[src/sv/stip_pkg.sv]
`timescale 1ns / 1ps
`default_nettype none
// ----------------------------------------------------------------------------
// stip_pkg
// Shared types and constants of the serial, timer and interrupt port unit.
// ----------------------------------------------------------------------------
package stip_pkg;

  // Kind of an input word
  typedef enum logic [1:0] {
    CMD_TICK  = 2'd0,
    CMD_WRITE = 2'd1,
    CMD_READ  = 2'd2,
    CMD_RX    = 2'd3
  } stip_cmd_e;

  // Port offsets
  localparam logic [3:0] REG_STATUS = 4'd0;  // status read / baud write
  localparam logic [3:0] REG_DATA   = 4'd1;  // receive read / transmit write
  localparam logic [3:0] REG_CMD    = 4'd2;  // command write
  localparam logic [3:0] REG_INT    = 4'd3;  // interrupt address read / mask write
  localparam int         REG_TIMER0 = 5;     // first timer load port

  // Configuration register indexes
  localparam logic CFG_CARRIER_TIED = 1'b0;
  localparam logic CFG_CTS_TIED     = 1'b1;

  // Read values and status bits
  localparam logic [7:0] RD_NONE        = 8'hFF;
  localparam logic [7:0] INT_OP_BASE    = 8'hC7;
  localparam logic [7:0] STAT_MARK      = 8'h04;
  localparam logic [7:0] STAT_INT       = 8'h20;
  localparam logic [7:0] STAT_RX_FULL   = 8'h40;
  localparam logic [7:0] STAT_TX_READY  = 8'h80;
  localparam int         CMD_BIT_RES    = 0;
  localparam int         CMD_BIT_BRK    = 1;
  localparam int         CMD_BIT_HBD    = 4;
  localparam int         BAUD_BIT_STOP1 = 7;

  localparam int TIMER_MAX = 8;

  // Priority bit of each timer
  localparam logic [2:0] TIMER_BIT_MAP [TIMER_MAX] =
    '{3'd0, 3'd1, 3'd3, 3'd6, 3'd7, 3'd2, 3'd4, 3'd5};

  localparam int BAUD_W = 17;

  typedef struct packed {
    logic       tx_room;
    logic       cts_line;
    logic       carrier_line;
    logic [7:0] rx_byte;
    logic [7:0] write_data;
    logic [3:0] reg_select;
    stip_cmd_e  command;
  } stip_in_t;

  typedef struct packed {
    logic              break_out;
    logic              two_stop_bits;
    logic [BAUD_W-1:0] line_baud;
    logic              int_pending;
    logic [7:0]        tx_byte;
    logic              tx_strobe;
    logic              rx_taken;
    logic [7:0]        read_data;
  } stip_out_t;

  // Rate code to baud; zero means the line is disabled
  function automatic logic [BAUD_W-1:0] rate_baud(input logic [2:0] rate);
    logic [BAUD_W-1:0] b;
    case (rate)
      3'd1:    b = BAUD_W'(110);
      3'd2:    b = BAUD_W'(150);
      3'd3:    b = BAUD_W'(300);
      3'd4:    b = BAUD_W'(1200);
      3'd5:    b = BAUD_W'(2400);
      3'd6:    b = BAUD_W'(4800);
      3'd7:    b = BAUD_W'(9600);
      default: b = '0;
    endcase
    return b;
  endfunction

endpackage
`default_nettype wire

[src/sv/stip_in_stage.sv]
`timescale 1ns / 1ps
`default_nettype none
// ----------------------------------------------------------------------------
// stip_in_stage
// Input register: holds one accepted word until the core takes it.
// ----------------------------------------------------------------------------
module stip_in_stage (
  input  wire logic              clk_i,
  input  wire logic              rst_ni,
  input  wire logic              in_valid_i,
  output      logic              in_ready_o,
  input  wire stip_pkg::stip_in_t in_word_i,
  output      logic              out_valid_o,
  input  wire logic              out_ready_i,
  output      stip_pkg::stip_in_t out_word_o
);
  import stip_pkg::*;

  logic     valid_q, valid_d;
  stip_in_t word_q;

  assign in_ready_o  = !valid_q || out_ready_i;
  assign out_valid_o = valid_q;
  assign out_word_o  = word_q;

  always_comb begin
    valid_d = valid_q;
    if (in_valid_i && in_ready_o) begin
      valid_d = 1'b1;
    end else if (out_ready_i) begin
      valid_d = 1'b0;
    end
  end

  always_ff @(posedge clk_i or negedge rst_ni) begin
    if (!rst_ni) begin
      valid_q <= 1'b0;
    end else begin
      valid_q <= valid_d;
    end
  end

  always_ff @(posedge clk_i) begin
    if (in_valid_i && in_ready_o) begin
      word_q <= in_word_i;
    end
  end

endmodule
`default_nettype wire

[src/sv/stip_core.sv]
`timescale 1ns / 1ps
`default_nettype none
// ----------------------------------------------------------------------------
// stip_core
// Register file, timers and interrupt encoder with the result register.
// ----------------------------------------------------------------------------
module stip_core #(
  parameter int TIMER_COUNT = 5
) (
  input  wire logic               clk_i,
  input  wire logic               rst_ni,
  input  wire logic               cfg_we_i,
  input  wire logic               cfg_idx_i,
  input  wire logic               cfg_wdata_i,
  input  wire logic               in_valid_i,
  output      logic               in_ready_o,
  input  wire stip_pkg::stip_in_t in_word_i,
  output      logic               res_valid_o,
  input  wire logic               res_ready_i,
  output      stip_pkg::stip_out_t res_word_o
);
  import stip_pkg::*;

  typedef logic [TIMER_COUNT-1:0][7:0] cnt_t;

  logic       carrier_tied_q, cts_tied_q;
  logic [7:0] rx_hold_q, rx_hold_d;
  logic       rx_full_q, rx_full_d;
  logic [7:0] cmd_q, cmd_d;
  logic [2:0] rate_q, rate_d;
  logic       stop1_q, stop1_d;
  logic [7:0] mask_q, mask_d;
  cnt_t       cnt_q, cnt_d;
  logic [TIMER_COUNT-1:0] armed_q, armed_d;

  logic       res_valid_q, res_valid_d;
  stip_out_t  res_q, res_d;
  logic       adv;
  logic [7:0] active_q;
  logic [2:0] win_bit;
  logic [BAUD_W-1:0] baud;

  function automatic logic [7:0] pend_f(input cnt_t cnt, input logic [TIMER_COUNT-1:0] arm);
    logic [7:0] p;
    p = '0;
    for (int i = 0; i < TIMER_COUNT; i++) begin
      if (arm[i] && cnt[i] == 8'd0) begin
        p[TIMER_BIT_MAP[i]] = 1'b1;
      end
    end
    return p;
  endfunction

  assign in_ready_o  = !res_valid_q || res_ready_i;
  assign adv         = in_valid_i && in_ready_o;
  assign res_valid_o = res_valid_q;
  assign res_word_o  = res_q;
  assign active_q    = pend_f(cnt_q, armed_q) & mask_q;

  // Lowest active bit wins
  always_comb begin
    win_bit = '0;
    for (int b = 7; b >= 0; b--) begin
      if (active_q[b]) begin
        win_bit = 3'(b);
      end
    end
  end

  always_comb begin
    rx_hold_d = rx_hold_q;
    rx_full_d = rx_full_q;
    cmd_d     = cmd_q;
    rate_d    = rate_q;
    stop1_d   = stop1_q;
    mask_d    = mask_q;
    cnt_d     = cnt_q;
    armed_d   = armed_q;
    res_d     = '0;

    case (in_word_i.command)
      CMD_TICK: begin
        for (int i = 0; i < TIMER_COUNT; i++) begin
          if (armed_q[i] && cnt_q[i] != 8'd0) begin
            cnt_d[i] = cnt_q[i] - 8'd1;
          end
        end
      end
      CMD_WRITE: begin
        case (in_word_i.reg_select)
          REG_STATUS: begin
            // highest set bit picks the rate
            rate_d = '0;
            for (int b = 0; b < 7; b++) begin
              if (in_word_i.write_data[b]) begin
                rate_d = 3'(b + 1);
              end
            end
            stop1_d = in_word_i.write_data[BAUD_BIT_STOP1];
          end
          REG_DATA: begin
            res_d.tx_strobe = 1'b1;
            res_d.tx_byte   = in_word_i.write_data;
          end
          REG_CMD: begin
            cmd_d = in_word_i.write_data;
            if (in_word_i.write_data[CMD_BIT_RES]) begin
              rx_full_d = 1'b0;
              rx_hold_d = '0;
              armed_d   = '0;
            end
          end
          REG_INT: begin
            mask_d = in_word_i.write_data;
          end
          default: begin
            for (int i = 0; i < TIMER_COUNT; i++) begin
              if (in_word_i.reg_select == 4'(REG_TIMER0 + i)) begin
                cnt_d[i]   = in_word_i.write_data;
                armed_d[i] = 1'b1;
              end
            end
          end
        endcase
      end
      CMD_READ: begin
        case (in_word_i.reg_select)
          REG_STATUS: begin
            // line levels are sampled by this read
            res_d.read_data = STAT_MARK;
            if (rx_full_q) begin
              res_d.read_data = res_d.read_data | STAT_RX_FULL;
            end
            if ((cts_tied_q || in_word_i.cts_line) && in_word_i.tx_room) begin
              res_d.read_data = res_d.read_data | STAT_TX_READY;
            end
            if (active_q != 8'd0) begin
              res_d.read_data = res_d.read_data | STAT_INT;
            end
          end
          REG_DATA: begin
            rx_full_d       = 1'b0;
            res_d.read_data = rx_hold_q;
          end
          REG_INT: begin
            if (active_q == 8'd0) begin
              res_d.read_data = RD_NONE;
            end else begin
              res_d.read_data = INT_OP_BASE + 8'({win_bit, 3'b000});
              for (int i = 0; i < TIMER_COUNT; i++) begin
                if (TIMER_BIT_MAP[i] == win_bit) begin
                  armed_d[i] = 1'b0;
                end
              end
            end
          end
          default: begin
            res_d.read_data = RD_NONE;
          end
        endcase
      end
      CMD_RX: begin
        if ((carrier_tied_q || in_word_i.carrier_line) && !rx_full_q) begin
          rx_hold_d      = in_word_i.rx_byte;
          rx_full_d      = 1'b1;
          res_d.rx_taken = 1'b1;
        end
      end
      default: begin
      end
    endcase

    baud = rate_baud(rate_d);
    if (cmd_d[CMD_BIT_HBD]) begin
      baud = baud << 3;
    end
    res_d.int_pending   = |(pend_f(cnt_d, armed_d) & mask_d);
    res_d.line_baud     = baud;
    res_d.two_stop_bits = !stop1_d;
    res_d.break_out     = cmd_d[CMD_BIT_BRK];
  end

  always_comb begin
    res_valid_d = res_valid_q;
    if (adv) begin
      res_valid_d = 1'b1;
    end else if (res_ready_i) begin
      res_valid_d = 1'b0;
    end
  end

  always_ff @(posedge clk_i or negedge rst_ni) begin
    if (!rst_ni) begin
      carrier_tied_q <= 1'b1;
      cts_tied_q     <= 1'b1;
    end else if (cfg_we_i) begin
      case (cfg_idx_i)
        CFG_CARRIER_TIED: carrier_tied_q <= cfg_wdata_i;
        CFG_CTS_TIED:     cts_tied_q     <= cfg_wdata_i;
        default: begin
        end
      endcase
    end
  end

  always_ff @(posedge clk_i or negedge rst_ni) begin
    if (!rst_ni) begin
      rx_hold_q   <= '0;
      rx_full_q   <= 1'b0;
      cmd_q       <= '0;
      rate_q      <= '0;
      stop1_q     <= 1'b0;
      mask_q      <= '0;
      cnt_q       <= '0;
      armed_q     <= '0;
      res_valid_q <= 1'b0;
    end else begin
      res_valid_q <= res_valid_d;
      if (adv) begin
        rx_hold_q <= rx_hold_d;
        rx_full_q <= rx_full_d;
        cmd_q     <= cmd_d;
        rate_q    <= rate_d;
        stop1_q   <= stop1_d;
        mask_q    <= mask_d;
        cnt_q     <= cnt_d;
        armed_q   <= armed_d;
      end
    end
  end

  always_ff @(posedge clk_i) begin
    if (adv) begin
      res_q <= res_d;
    end
  end

  // State and result register move together, so the held word matches the state
  a_pending_matches: assert property (@(posedge clk_i) disable iff (!rst_ni)
    res_valid_q |-> res_q.int_pending == (active_q != 8'd0))
    else $error("int_pending disagrees with timer state");

  a_taken_full: assert property (@(posedge clk_i) disable iff (!rst_ni)
    res_valid_q && res_q.rx_taken |-> rx_full_q)
    else $error("latched byte without full flag");

  a_reset_cmd: assert property (@(posedge clk_i) disable iff (!rst_ni)
    adv && in_word_i.command == CMD_WRITE && in_word_i.reg_select == REG_CMD &&
    in_word_i.write_data[CMD_BIT_RES] |=> !rx_full_q && armed_q == '0)
    else $error("receiver or timers survived a reset command");

  a_strobe_no_read: assert property (@(posedge clk_i) disable iff (!rst_ni)
    res_valid_q && res_q.tx_strobe |-> res_q.read_data == 8'd0 && !res_q.rx_taken)
    else $error("transmit word carries read data");

endmodule
`default_nettype wire

[src/sv/serial_timer_interrupt_port_unit.sv]
`timescale 1ns / 1ps
`default_nettype none
// ----------------------------------------------------------------------------
// serial_timer_interrupt_port_unit
// Serial port, one-shot interval timers and interrupt encoder behind a stream.
// ----------------------------------------------------------------------------
// Channel   Dir  Handshake                Payload
// s_axis    in   s_axis_tvalid/tready     tuser: command; tdata: port access
// m_axis    out  m_axis_tvalid/tready     tdata: read data, line and irq state
// cfg       in   cfg_we_i (no wait)       cfg_idx_i, cfg_wdata_i
//
// One word per cycle while m_axis is ready; each word sees the state left by the previous.
// Each word goes through the input register, then through the register file
// and timer logic into the result register.
// Reset clears all state, disarms the timers and ties carrier and CTS on.
// A stalled m_axis holds its word; s_axis takes at most one more, into the
// input register if it is empty, and then stops.
// ----------------------------------------------------------------------------
module serial_timer_interrupt_port_unit #(
  parameter int TIMER_COUNT = 5
) (
  input  wire logic        clk_i,
  input  wire logic        rst_ni,
  input  wire logic        cfg_we_i,
  input  wire logic        cfg_idx_i,
  input  wire logic        cfg_wdata_i,
  input  wire logic        s_axis_tvalid,
  output      logic        s_axis_tready,
  // [1:0] command
  input  wire logic [1:0]  s_axis_tuser,
  // [3:0] reg_select, [11:4] write_data, [19:12] rx_byte, [20] carrier_line,
  // [21] cts_line, [22] tx_room, [23] zero
  input  wire logic [23:0] s_axis_tdata,
  output      logic        m_axis_tvalid,
  input  wire logic        m_axis_tready,
  // [7:0] read_data, [8] rx_taken, [9] tx_strobe, [17:10] tx_byte,
  // [18] int_pending, [35:19] line_baud, [36] two_stop_bits, [37] break_out,
  // [39:38] zero
  output      logic [39:0] m_axis_tdata
);
  import stip_pkg::*;

  stip_in_t  in_word, core_word;
  stip_out_t res_word;
  logic      core_valid, core_ready;

  always_comb begin
    in_word              = '0;
    in_word.command      = stip_cmd_e'(s_axis_tuser);
    in_word.reg_select   = s_axis_tdata[3:0];
    in_word.write_data   = s_axis_tdata[11:4];
    in_word.rx_byte      = s_axis_tdata[19:12];
    in_word.carrier_line = s_axis_tdata[20];
    in_word.cts_line     = s_axis_tdata[21];
    in_word.tx_room      = s_axis_tdata[22];
  end

  stip_in_stage u_in (
    .clk_i       (clk_i),
    .rst_ni      (rst_ni),
    .in_valid_i  (s_axis_tvalid),
    .in_ready_o  (s_axis_tready),
    .in_word_i   (in_word),
    .out_valid_o (core_valid),
    .out_ready_i (core_ready),
    .out_word_o  (core_word)
  );

  stip_core #(
    .TIMER_COUNT (TIMER_COUNT)
  ) u_core (
    .clk_i       (clk_i),
    .rst_ni      (rst_ni),
    .cfg_we_i    (cfg_we_i),
    .cfg_idx_i   (cfg_idx_i),
    .cfg_wdata_i (cfg_wdata_i),
    .in_valid_i  (core_valid),
    .in_ready_o  (core_ready),
    .in_word_i   (core_word),
    .res_valid_o (m_axis_tvalid),
    .res_ready_i (m_axis_tready),
    .res_word_o  (res_word)
  );

  assign m_axis_tdata = {2'b00, res_word};

endmodule
`default_nettype wire

[config.mk]
export PLATFORM = sky130hd
export DESIGN_NAME = serial_timer_interrupt_port_unit
export DESIGN_NICKNAME = d
export VERILOG_FILES = /design/src/sv/stip_pkg.sv /design/src/sv/stip_in_stage.sv /design/src/sv/stip_core.sv /design/src/sv/serial_timer_interrupt_port_unit.sv
export SDC_FILE = /design/constraint.sdc
export NUM_CORES = 1
export LEC_CHECK = 0
export ABC_AREA = 1
export BUFFER_PORTS_ARGS = -buffer_cell sky130_fd_sc_hd__clkbuf_2
export CAP_MARGIN = 5
export CORE_ASPECT_RATIO = 1.4
export CORE_MARGIN = 3
export CORE_UTILIZATION = 47
export DETAILED_ROUTE_END_ITERATION = 10
export PLACE_DENSITY = 0.73
export SYNTH_ARGS = -nofsm -noshare
export SYNTH_HDL_FRONTEND = slang
export SYNTH_SLANG_ARGS = --single-unit
[constraint.sdc]
create_clock -name clk_i -period 2.4 [get_ports clk_i]
set_input_delay 0.24 -clock clk_i [delete_from_list [all_inputs] [get_ports clk_i]]
set_output_delay 0.24 -clock clk_i [all_outputs]
set_load 0.01 [all_outputs]
== After elaboration in Yosys (flattened, before gate mapping) ==
Index checks and enable logic that the tools add are counted.
Word-level totals
  flip-flop bits (word level): 138
  bits in latches: 0
  bits in writable memories: 0
  bits in read-only memories: 0
  input bits: 33
  output and inout bits: 42
  logic and storage cells: 210
  memories: 0
Cells by class
  add/sub/neg operators: 6
  $mul: 0
  div/mod/pow operators: 0
  $lt $le $gt $ge: 0
  equality and inequality tests: 26
  shifts and indexed selects: 0
  mux-type cells: 82
  bitwise logic cells: 3
  reductions and logical operators: 60
Operator list (number)
  8-bit 2-to-1 mux: 17
  14-bit one-hot mux with 7 select lines: 1
  8-bit zero test: 11
  40-bit one-hot mux with 2 select lines: 1
  8-bit nonzero test: 6
  3-bit 2-to-1 mux: 14
  40-bit 2-to-1 mux: 1
  8-bit by 1-bit subtractor with 8-bit output (second input constant): 5
  1-bit 2-to-1 mux: 33
  5-bit 2-to-1 mux: 5
  8-bit one-hot mux with 3 select lines: 1
  5-bit one-hot mux with 2 select lines: 2
  1-bit logical AND: 19
  17-bit 2-to-1 mux: 1
  8-bit AND: 2
  8-bit one-hot mux with 2 select lines: 1
  3-bit equality test (second input constant): 4
  4-bit by 3-bit equality test with 1-bit output (second input constant): 3
  7-bit by 7-bit adder with 8-bit output (first input constant): 1
  4-bit by 2-bit equality test with 1-bit output (second input constant): 2
  4-bit equality test (second input constant): 2
  8-bit OR reduction: 1
  7-bit 2-to-1 mux: 1
  3-bit by 2-bit equality test with 1-bit output (second input constant): 2
  26 further kinds: 41

== Logic depth before layout (Yosys ltp) ==
Gate-level depths: netlist of the first run.
  word-level depth: 21
  mapped depth: 16
  mapped depth without buffers: 16

== Hierarchy ==
From an unflattened synthesis of the first run, not the netlist that was laid out.
Unflattened totals
  cells, all modules: 1086
  area total of the unflattened synthesis: 7928.9 um2
By module, submodules not included
  stip_core: times used 1, cells an instance 1052, area each 7114.3 um2, seq. area each 2815.2 um2
  stip_in_stage: times used 1, cells an instance 31, area each 795.8 um2, seq. area each 775.7 um2
  serial_timer_interrupt_port_unit: times used 1, cells an instance 3, area each 18.8 um2, seq. area each 0.0 um2

== Least setup slack after synthesis of the first run ==
OpenSTA, ideal clock, no wires.
  path kind: register -> register
  start: register u_core.res_valid_q (netlist: u_core.res_valid_o)
  end: register u_core.res_q (netlist bit u_core.res_word_o[0]), enable pin
  setup time: 0.415 ns
  arrival: 2.150 ns
  required time: 1.985 ns
  slack: -0.165 ns
  stages on the path, launching flop included: 6
  buffers on the path: 2
  clock period less this slack: 2.565 ns
  cells stage by stage: dfrtp_1 -> nand2_1 -> nand2_1 -> inv_1 -> clkbuf_1 -> clkbuf_1
Between the ends
  longest elaborated chain between the ends: 3
Ends and longest elaborated chain
  start: declaration: RTL line stip_core.sv:36  | logic res_valid_q, res_valid_d;
  start signal: assignment: RTL line stip_core.sv:218  | res_valid_q <= res_valid_d;
  1-bit zero test: RTL line stip_core.sv:54  | assign in_ready_o = !res_valid_q || res_ready_i;
  1-bit logical OR: RTL line stip_core.sv:54
  1-bit logical AND: RTL line stip_core.sv:55  | assign adv = in_valid_i && in_ready_o;
  net u_core.adv: RTL line stip_core.sv:38  | logic adv;
  end signal: assignment: RTL line stip_core.sv:234  | res_q <= res_d;
  end: declaration: RTL line stip_core.sv:37  | stip_out_t res_q, res_d;
The timed path passes the listed nets, and every way through them passes these cells.
A chain may end at the register's enable or synchronous reset.

== Worst setup path after layout of the first run ==
  start: register u_in.word_q (netlist bit u_in.out_word_o[3])
  end: register u_core.res_q (netlist bit u_core.res_word_o[32]), data pin
Between the ends
  longest elaborated chain between the ends: 6
  elaborated cells on any way between the ends: 15
  those cells by class: eq/ne (8); mux (6); reduce/logical (1)
Ends and longest elaborated chain
  start: declaration: RTL line stip_in_stage.sv:20  | stip_in_t word_q;
  start signal: assignment: RTL line stip_in_stage.sv:45  | word_q <= in_word_i;
  4-bit zero test: RTL line stip_core.sv:90  | case (in_word_i.reg_select)
  3-bit 2-to-1 mux: RTL line stip_core.sv:90
  3-bit 2-to-1 mux: RTL line stip_core.sv:81  | case (in_word_i.command)
  3-bit equality test (tied with other cells): RTL line stip_pkg.sv:72  | case (rate)
  14-bit one-hot mux with 7 select lines: RTL line stip_pkg.sv:72
  17-bit 2-to-1 mux *: RTL line stip_core.sv:174  | if (cmd_d[CMD_BIT_HBD]) begin
  net u_core.baud[13]: RTL line stip_core.sv:41  | logic [BAUD_W-1:0] baud;
Mark *: on every way through the listed nets, which the timed path passes. The rest lies on a longest branch.

==> out/results.txt, run 1 <==
Clock power frac = 0.258
Max cap viols = 0
Gr usage total = 0.243
Core ar. = 0.0162 mm2
Share of Yosys cell area claimed by the top area cell type = 0.238
Combinational power share = 0.398
Initial antenna violation count = 0
Root Driver = clkbuf_16
Antenna viol nets, final = 0
Vias in the first global route = 7324
Synth area leaders = edfxtp_1, dfrtp_1, nand2_1, nor2_1, nand3_1
Hold path start = s_axis_tdata[6]
I/O pins = 75
Final Hold Viols = 0
Arr. time, crit path = 2490 ps
DRC errors left = 0
DRT iter0 DRCs = 503
Internal power = 6.02 mW
Non-Filler Instances = 1386
Row count = 55
Share of cells above drive strength 1 = 0.177
Switch share = 0.423
Area added between synthesis and finish = 21.7%
CP Capture Type = register
Nets = 1216
Synth warn = 0
Count of input and output buffers = 70
Largest net degree at the start of global routing = 56
CP startpoint = u_in.out_word_o[3]
Sequential share of power = 0.344
Gr ovfl total = 0
Leakage = 4.51 nW
Pre-antenna DRT Iters = 5
Die ar. = 0.0183 mm2
Vias/cell = 5.47
Hold path cells = 1
Max Clk Rate = 450 MHz
Register area = 0.00359 mm2
Mapped Cells = 1057
Clock Latency Late Sink = 430 ps
Largest stage delay, worst path = 510 ps
Die Y = 159 um
Worst r2r path cells = 12
Crit Path Max Fanout = 8
Total CTS buffers = 17
Unrepaired setup endpoints after global routing = no
Pwr Density = 1090 mW/mm2
IR drop worst, VDD = 0.792 mV
Tmin final = 2220 ps
Via count = 7581
Htree depth = 4
Post-Syn Area = 0.00784 mm2
Setup CP Type = register to register
Crit path launch type = register
Final setup fails = 0
CTS sink count = 131
Placed insts = 1327
Net switching power = 4.41 mW
Outcome = complete, no violations
CP max-delay cell = edfxtp_1
Mapped Avg Cell Area = 7.41 um2
Setup TNS = 0 ps
Synth cell types = 39
Routed WL = 21800 um
Worst Path Required = 2670 ps
# diodes = 0
Final Wtd Congestion = 0.955
Fillers = 1407
Worst-path cell chain = buf_4 -> nor2_2 -> nand2_2 -> nor2_8 -> inv_2 -> o21ai_2 -> inv_2 -> nand2_2 -> nand2_2 -> inv_2 -> nand2_1 -> a21oi_1
First-pass GRT wire length = 35400 um
Clock slew at reported path FFs = 60 ps
Seq/Total Area, Yosys = 0.458
CTS tree = yes
Clock Path Buffers = 2
Type of the worst min-delay path = input port to register
Clock Skew = 8.93 ps
Avg WL per Cell = 15.8 um
#FFs+latches synth = 131
Max Slew Vio Count = 0
Initial core utilization = 0.483
HPWL after DPL = 15200 um
Final period util = 0.926
Die X = 115 um
Post-synth top area cell = edfxtp_1
Worst R2R Start = u_in.out_word_o[3]
Multi-input gate area = 0.00372 mm2
logic make-up after synthesis:
kind of cell / share of synthesized area
other cells: 0.000478
buf+inv: 0.0806
flops: 0.458
simple gates: 0.311
compound gates: 0.122
xor+xnor: 0.0134
fa+ha+maj: 0.0144
Yosys cell counts:
cell	number
a211oi_1	2
a21oi_1	31
a21oi_2	1
a21oi_4	2
a221oi_1	1
a22oi_1	4
a31oi_1	15
buf_1	9
buf_2	7
buf_4	5
buf_6	1
clkbuf_1	11
conb_1	1
dfrtp_1	67
dfstp_2	2
edfxtp_1	62
ha_1	9
inv_1	110
inv_2	16
nand2_1	295
nand2_2	10
nand2_4	1
nand3_1	94
nand4_1	14
nor2_1	139
nor2_2	5
nor2_4	6
nor2_8	1
nor3_1	7
o211ai_1	6
o21a_1	1
o21ai_0	82
o21ai_1	17
o21ai_2	7
o22ai_1	1
or2_1	2
or2_2	1
xnor2_1	4
xor2_1	8
cell usage in the layout, fill, tap and decap left out, drive strengths merged:
cell type    count
o21a             1
inv            138
dfrtp           67
o22ai            1
nor3             7
a211oi           2
nand4           14
a22oi            4
o21ai          106
xor2             8
clkbuf          86
nand2          306
dlygate4sd3     25
or2              3
conb             3
buf             35
a21oi           34
nor2           151
xnor2            4
edfxtp          62
clkinv           2
ha               9
a221oi           1
o211ai           6
bufinv           1
nand3           94
dfstp            2
a31oi           15
metal layers:
metal	part of all wire	GRT usage
met1	0.38	0.273
met2	0.52	0.420
met3	0.053	0.0450
met4	0.053	0.140
met5	0	0
final cells by class:
| class | count | share of cell area |
|---|---|---|
| Clock buffer | 17 | 0.0446 |
| Clock inverter | 15 | 0.0181 |
| Inverter | 126 | 0.0497 |
| Multi-Input combinational cell | 769 | 0.390 |
| Sequential cell | 131 | 0.376 |
| Tap cell | 199 | 0.0261 |
| Timing Repair Buffer | 129 | 0.0950 |
final timing paths:
check                                        end  slack, ps
setup / recovery           u_core.res_word_o[32]        180
hold / removal                u_in.out_word_o[8]          4
setup reg to reg           u_core.res_word_o[32]        180
hold reg to reg                   u_core.stop1_q        490
max in group asynchronous      u_core.cts_tied_q       1460
min in group asynchronous       u_core.cnt_q[35]        260
state kept, by name, indices dropped and copies added, names as in the netlist:
| register | flops |
|---|---|
| u_core.res_word_o | 37 |
| u_in.out_valid_o | 1 |
| u_in.out_word_o | 25 |
| u_core.rx_full_q | 1 |
| u_core.cmd_q | 2 |
| u_core.armed_q | 5 |
| u_core.res_valid_o | 1 |
| u_core.mask_q | 5 |
| u_core.cts_tied_q | 1 |
| u_core.rx_hold_q | 8 |
| u_core.stop1_q | 1 |
| u_core.carrier_tied_q | 1 |
| u_core.cnt_q | 40 |
| u_core.rate_q | 3 |
stage by stage:
step / cell area (um2) / utilization / setup slack, ps / total power [mW] / hold slack [ps]
after floorplan: 7850 / - / 383 / 6.41 / -55.6
after global placement: 8580 / 0.528 / 100 / 7.44 / 182
after detailed placement: 8580 / 0.528 / 23.6 / 7.54 / 182
after CTS: 9430 / 0.580 / 14.7 / 10.3 / 3.53
after global routing: 9540 / 0.587 / 2.87 / 11.2 / 1.73
final: 9540 / 0.587 / 178 / 10.4 / 4.43
worst max-delay path, delay by kind of cell, from the launching register on:
| family | cells | cell delay, ps |
|---|---|---|
| buffers and inverters | 4 | 420 |
| and+or+nand+nor | 6 | 690 |
| DFF | 1 | 510 |
| AOI/OAI and AO/OA | 2 | 430 |
timing repair:
item / CTS / global route
setup buffers: 0 / 2
hold endpoints to repair: 38 / 0
hold buffers: 25 / 0
gates resized for setup: 0 / 27
setup endpoints to repair: 0 / 11
power by group through the flow:
stage	Combinational, mW	Sequential (mW)	Clock (mW)
3_3_place_gp	3.86	3.59	0
2_1_floorplan	2.91	3.50	0
4_1_cts	4.01	3.57	2.70
6_report	4.15	3.59	2.68
5_1_grt	4.71	3.67	2.81
3_5_place_dp	3.94	3.60	0
(Power assumes the default switching activity.)
==> inputs of run 2 (changes only) <==
--- a/config.mk
+++ b/config.mk
@@ -12,7 +12,7 @@
 export CORE_MARGIN = 3
 export CORE_UTILIZATION = 47
 export DETAILED_ROUTE_END_ITERATION = 10
-export PLACE_DENSITY = 0.73
+export PLACE_DENSITY = 0.66
 export SYNTH_ARGS = -nofsm -noshare
 export SYNTH_HDL_FRONTEND = slang
 export SYNTH_SLANG_ARGS = --single-unit
==> out/results.txt, run 2 (synthesized netlist as in run 1, its figures left out) <==
Outcome = complete, no violations
DRC errors left = 0
Worst-Margin Slew = 503 ps
M2 GR Usage = 0.418
Die X = 115 um
Commonest cells after routing, fill and taps aside = nand2_1, nor2_1, inv_1
CTS tree = yes
Pre-antenna DRT Iters = 6
Fin Hold WS = 16.3 ps
Die Y = 159 um
Arr. time, crit path = 2450 ps
Crit path launch type = register
Die ar. = 0.0183 mm2
Htree depth = 4
Unrepaired setup endpoints after global routing = no
Type of the worst min-delay path = input port to register
DRT iter0 DRCs = 509
Gr ovfl total = 0
IR drop worst, VDD = 0.688 mV
Max cap viols = 0
Fillers = 1453
Initial core utilization = 0.483
Setup CP Type = register to register
Vias in the first global route = 7133
Vias/cell = 5.26
Core ar. = 0.0162 mm2
Nets = 1215
Clock Skew = 7.03 ps
Via count = 7287
Largest net degree at the start of global routing = 46
Largest reg by FF count = u_core.cnt_q
HPWL after DPL = 15000 um
Commonest non-fill, non-tap cell in the layout = nand2_1
Final Wtd Congestion = 0.914
Max Clk Rate = 442 MHz
Avg WL per Cell = 15.3 um
Count of input and output buffers = 70
Slew HR = 0.664
First-pass GRT wire length = 35500 um
Share of cells above drive strength 1 = 0.174
Routed WL = 21200 um
Area added between synthesis and finish = 21.1%
Total CTS buffers = 17
CP Capture Type = register
Clock Path Buffers = 2
CTS sink count = 131
Max reg flops = 40
Initial antenna violation count = 0
Met1 GRT Util = 0.305
Tmin final = 2260 ps
Row count = 55
Gr busiest metal = met2
Crit Path Max Fanout = 5
Clock Latency Late Sink = 430 ps
Leakage = 4.48 nW
GR Util met3 = 0.0362
Final Hold Viols = 0
I/O pins = 75
Pwr Density = 1080 mW/mm2
Max Slew Vio Count = 0
Setup TNS = 0 ps
Antenna viol nets, final = 0
Final period util = 0.942
# diodes = 0
Gr usage total = 0.244
Final setup fails = 0
Clock slew at reported path FFs = 70 ps
Worst Path Required = 2590 ps
Root Driver = clkbuf_16
Final core occ = 0.584
-- run 2: final cells by class --
class,count,area [um2],share of cell area
clock buffer,17,425,0.0448
sequential,131,3590,0.378
tap,199,249,0.0262
multi-input combinational,769,3690,0.389
clock inverter,15,161,0.0170
inverter,126,475,0.0501
timing repair buffer,128,895,0.0943
-- run 2: timing repair --
item                                    in CTS  in global routing
setup buffers                                0                  3
hold buffers                                24                  2
resized for setup                            0                 23
endpoints found under the setup margin       0                  5
endpoints found under the hold margin       55                  2
-- run 2: power by group --
part	leakage [nW]	internal (mW)	switching, mW
clock	0.284	1.40	1.18
sequential	1.49	3.03	0.536
combinational	2.70	1.47	2.60
total	4.48	5.90	4.32
-- run 2: final timing paths --
path,startpoint,depth (start not counted),end,slack [ps]
hold / removal,cfg_we_i,2,u_core.carrier_tied_q,20
max in group asynchronous,rst_ni,3,u_core.rate_q[2],1490
hold reg to reg,u_core.rate_q[2],2,u_core.rate_q[2],480
min in group asynchronous,rst_ni,2,u_core.cnt_q[23],330
setup / recovery,u_core.cnt_q[1],15,u_core.res_word_o[18],140
setup reg to reg,u_core.cnt_q[1],15,u_core.res_word_o[18],140
-- run 2: worst max-delay path: stages (launching register included) --
cell,delay [ps]
dfrtp_1,410
inv_1,120
ha_2,220
nand3_1,140
nor2_2,200
nand3_2,140
nand2_1,130
inv_1,60
nand2_1,110
nand3_1,100
nand2_1,70
nand2_1,50
nand2_1,80
nor2_1,50
nor2_1,80
nand2_1,60
-- run 2: per-stage QoR --
stage | instances | instance area (um2) | setup slack, ps | power (mW)
global placement | 1324 | 8550 | 81.4 | 7.46
finish | 1385 | 9490 | 139 | 10.2
detailed placement | 1324 | 8550 | 69.6 | 7.53
global route | 1385 | 9490 | 4.24 | 11.1
CTS | 1380 | 9370 | 15.3 | 10.2
floorplan | 1059 | 7850 | 383 | 6.41
-- run 2: metal layers --
| layer | vias to the layer above | wire [um] |
|---|---|---|
| li1 | 3690 | - |
| met1 | 3329 | 8670 |
| met2 | 221 | 10800 |
| met3 | 47 | 1010 |
| met4 | 0 | 669 |
| met5 | - | 0 |
==> inputs of run 3 (changes only) <==
--- a/config.mk
+++ b/config.mk
@@ -5,7 +5,6 @@
 export SDC_FILE = /design/constraint.sdc
 export NUM_CORES = 1
 export LEC_CHECK = 0
-export ABC_AREA = 1
 export BUFFER_PORTS_ARGS = -buffer_cell sky130_fd_sc_hd__clkbuf_2
 export CAP_MARGIN = 5
 export CORE_ASPECT_RATIO = 1.4
==> out/results.txt, run 3 <==
Area added between synthesis and finish = 39.8%
Synth area leaders = edfxtp_1, dfrtp_1, nand2_1, o21ai_0, nor2_1
Clock Skew = 8.41 ps
Design Power = 10.1 mW
Tmin final = 2560 ps
I/O pins = 75
Most common library cells after synthesis = nand2_1, dfrtp_1, nor2_1, o21ai_0, edfxtp_1
Crit path launch type = register
Reg2reg setup slack = -160 ps
Switch share = 0.363
Die X = 115 um
Antenna viol nets, final = 0
Setup CP Type = register to register
Max Clk Rate = 390 MHz
Gr busiest metal = met2
DRC errors left = 0
Final period util = 1.07
Total CTS buffers = 17
Clock slew at reported path FFs = 60 ps
Sequential share of power = 0.317
M2 GR Usage = 0.447
Number of synthesized flops with an enable pin = 62
Clock power frac = 0.253
DRT iter0 DRCs = 659
Vias in the first global route = 7205
Met1 GRT Util = 0.313
Max Slew Vio Count = 0
# diodes = 0
Failing checks = negative setup slack
Arr. time, crit path = 2840 ps
CTS tree = yes
Largest net degree at the start of global routing = 70
Gr ovfl total = 0
Via count = 7584
Clock Latency Late Sink = 430 ps
Share of Yosys cell area claimed by the top area cell type = 0.239
Die ar. = 0.0182 mm2
Combinational power share = 0.430
CP Capture Type = register
Asr flop ratio synth = 0.527
Leading register cell type out of synthesis = dfrtp_1
HPWL after DPL = 16400 um
Row count = 55
Post-Syn Area = 0.00779 mm2
Internal power = 6.41 mW
Initial core utilization = 0.480
Type of the worst min-delay path = input port to register
Outcome = finished with violations
Gr usage total = 0.260
Routed WL = 24200 um
Final Hold Viols = 0
Avg WL per Cell = 18.4 um
Synth warn = 0
Fin worst setup slack = -161 ps
Vias/cell = 5.77
Worst-Margin Slew = 955 ps
Post-synth top area cell = edfxtp_1
Htree depth = 4
Core ar. = 0.0162 mm2
Crit Path Max Fanout = 6
Synth cell types = 91
Slew HR = 0.363
GR Util met3 = 0.0388
Count of input and output buffers = 70
Unrepaired setup endpoints after global routing = yes
Cell with the most instances after synthesis = nand2_1
Pwr Density = 925 mW/mm2
Leakage = 4.78 nW
Commonest non-fill, non-tap cell in the layout = buf_4
#FFs+latches synth = 131
Nets = 1144
Root Driver = clkbuf_16
Max cap viols = 0
Mapped Avg Cell Area = 9.33 um2
First-pass GRT wire length = 36900 um
Max reg flops = 40
CTS sink count = 131
Final setup fails = 5
Largest reg by FF count = u_core.cnt_q
Share of cells above drive strength 1 = 0.355
Die Y = 158 um
Seq/Total Area, Yosys = 0.461
Pre-CTS setup slack = -243 ps
IR drop worst, VDD = 0.619 mV
Initial antenna violation count = 0
Worst Path Required = 2680 ps
Net switching power = 3.66 mW
Commonest cells after routing, fill and taps aside = buf_4, nand2_1, clkbuf_2
Final Wtd Congestion = 0.951
Clock Path Buffers = 2
Mapped Cells = 835
Pre-antenna DRT Iters = 8
-- run 3: cell count changes after synthesis, sizes merged, moves of 11 or more --
| cell | delta |
|---|---|
| nor2 | -86 |
| nand2b | +11 |
| mux2 | +17 |
| inv | -100 |
| nand3 | -60 |
| nand2 | -161 |
| o21ai | -30 |
| mux2i | +23 |
| nor3 | +22 |
| clkbuf | +18 |
-- run 3: timing repair --
action                                  in CTS  in global routing
buffers inserted                             6                 14
hold buffers                                24                  0
endpoints found under the hold margin       33                  0
resized for setup                            9                 61
gates cloned                                 0                  2
pin swaps                                    8                 26
endpoints found under the setup margin      17                 30
-- run 3: cells by family (layout without fill, tap and decap cells) --
group,count (synthesis),count (layout),synth area share
compound gates,205,206,0.181
xor+xnor,10,10,0.0112
fa+ha+maj,9,9,0.0145
buf+inv,84,361,0.0501
flops,131,131,0.461
mux,40,40,0.0546
other cells,1,3,0.000481
simple gates,355,355,0.228
-- run 3: layer usage --
layer,share of wire,vias up
met5,0,-
met2,0.51,269
met3,0.046,77
li1,-,3589
met1,0.40,3649
met4,0.046,0
-- run 3: final timing paths --
path | from | end | cells past startpoint
setup / recovery | u_core.cnt_q[9] | u_core.res_word_o[18] | 10
hold / removal | s_axis_tdata[3] | u_in.out_word_o[5] | 1
setup reg to reg | u_core.cnt_q[9] | u_core.res_word_o[18] | 10
hold reg to reg | u_core.stop1_q | u_core.stop1_q | 2
max in group asynchronous | rst_ni | u_core.cnt_q[13] | 2
min in group asynchronous | rst_ni | u_core.cnt_q[7] | 2
-- run 3: worst max-delay path, stage by stage, from the launching register on --
cell and delay [ps]:
dfrtp_1 390, inv_2 90, ha_4 130, or4b_4 520
o2111ai_4 230, xor2_2 170, o221ai_2 130, a2111oi_2 330
nand4_1 180, o31a_1 170, o211ai_2 60
-- run 3: power by group through the flow --
stage | Clock, mW | Sequential, mW | Combinational (mW)
after floorplan | 0 | 3.27 | 2.04
after global placement | 0 | 3.18 | 3.77
after detailed placement | 0 | 3.20 | 3.80
after CTS | 2.58 | 3.16 | 3.92
after global routing | 2.66 | 3.25 | 4.72
final | 2.55 | 3.20 | 4.33
-- run 3: cell type report --
type / instances / area [um2]
Multi-Input combinational cell: 623 / 4130
Clock buffer: 18 / 429
Sequential cell: 131 / 3590
Fill cell: 1234 / 5350
Clock inverter: 14 / 144
Timing Repair Buffer: 303 / 2250
Tap cell: 199 / 249
Inverter: 26 / 100
-- run 3: metrics by stage --
| step | setup TNS [ps] | hold WS (ps) | instances | area [um2] | util |
|---|---|---|---|---|---|
| after global placement | -767 | 417 | 1236 | 9600 | 0.591 |
| after detailed placement | -1060 | 419 | 1236 | 9600 | 0.591 |
| after CTS | -265 | 0.355 | 1298 | 10500 | 0.647 |
| after global routing | -1330 | 4.29 | 1314 | 10900 | 0.671 |
| final | -279 | 14.4 | 1314 | 10900 | 0.671 |
| after floorplan | -8.71 | -55.6 | 837 | 7840 | - |
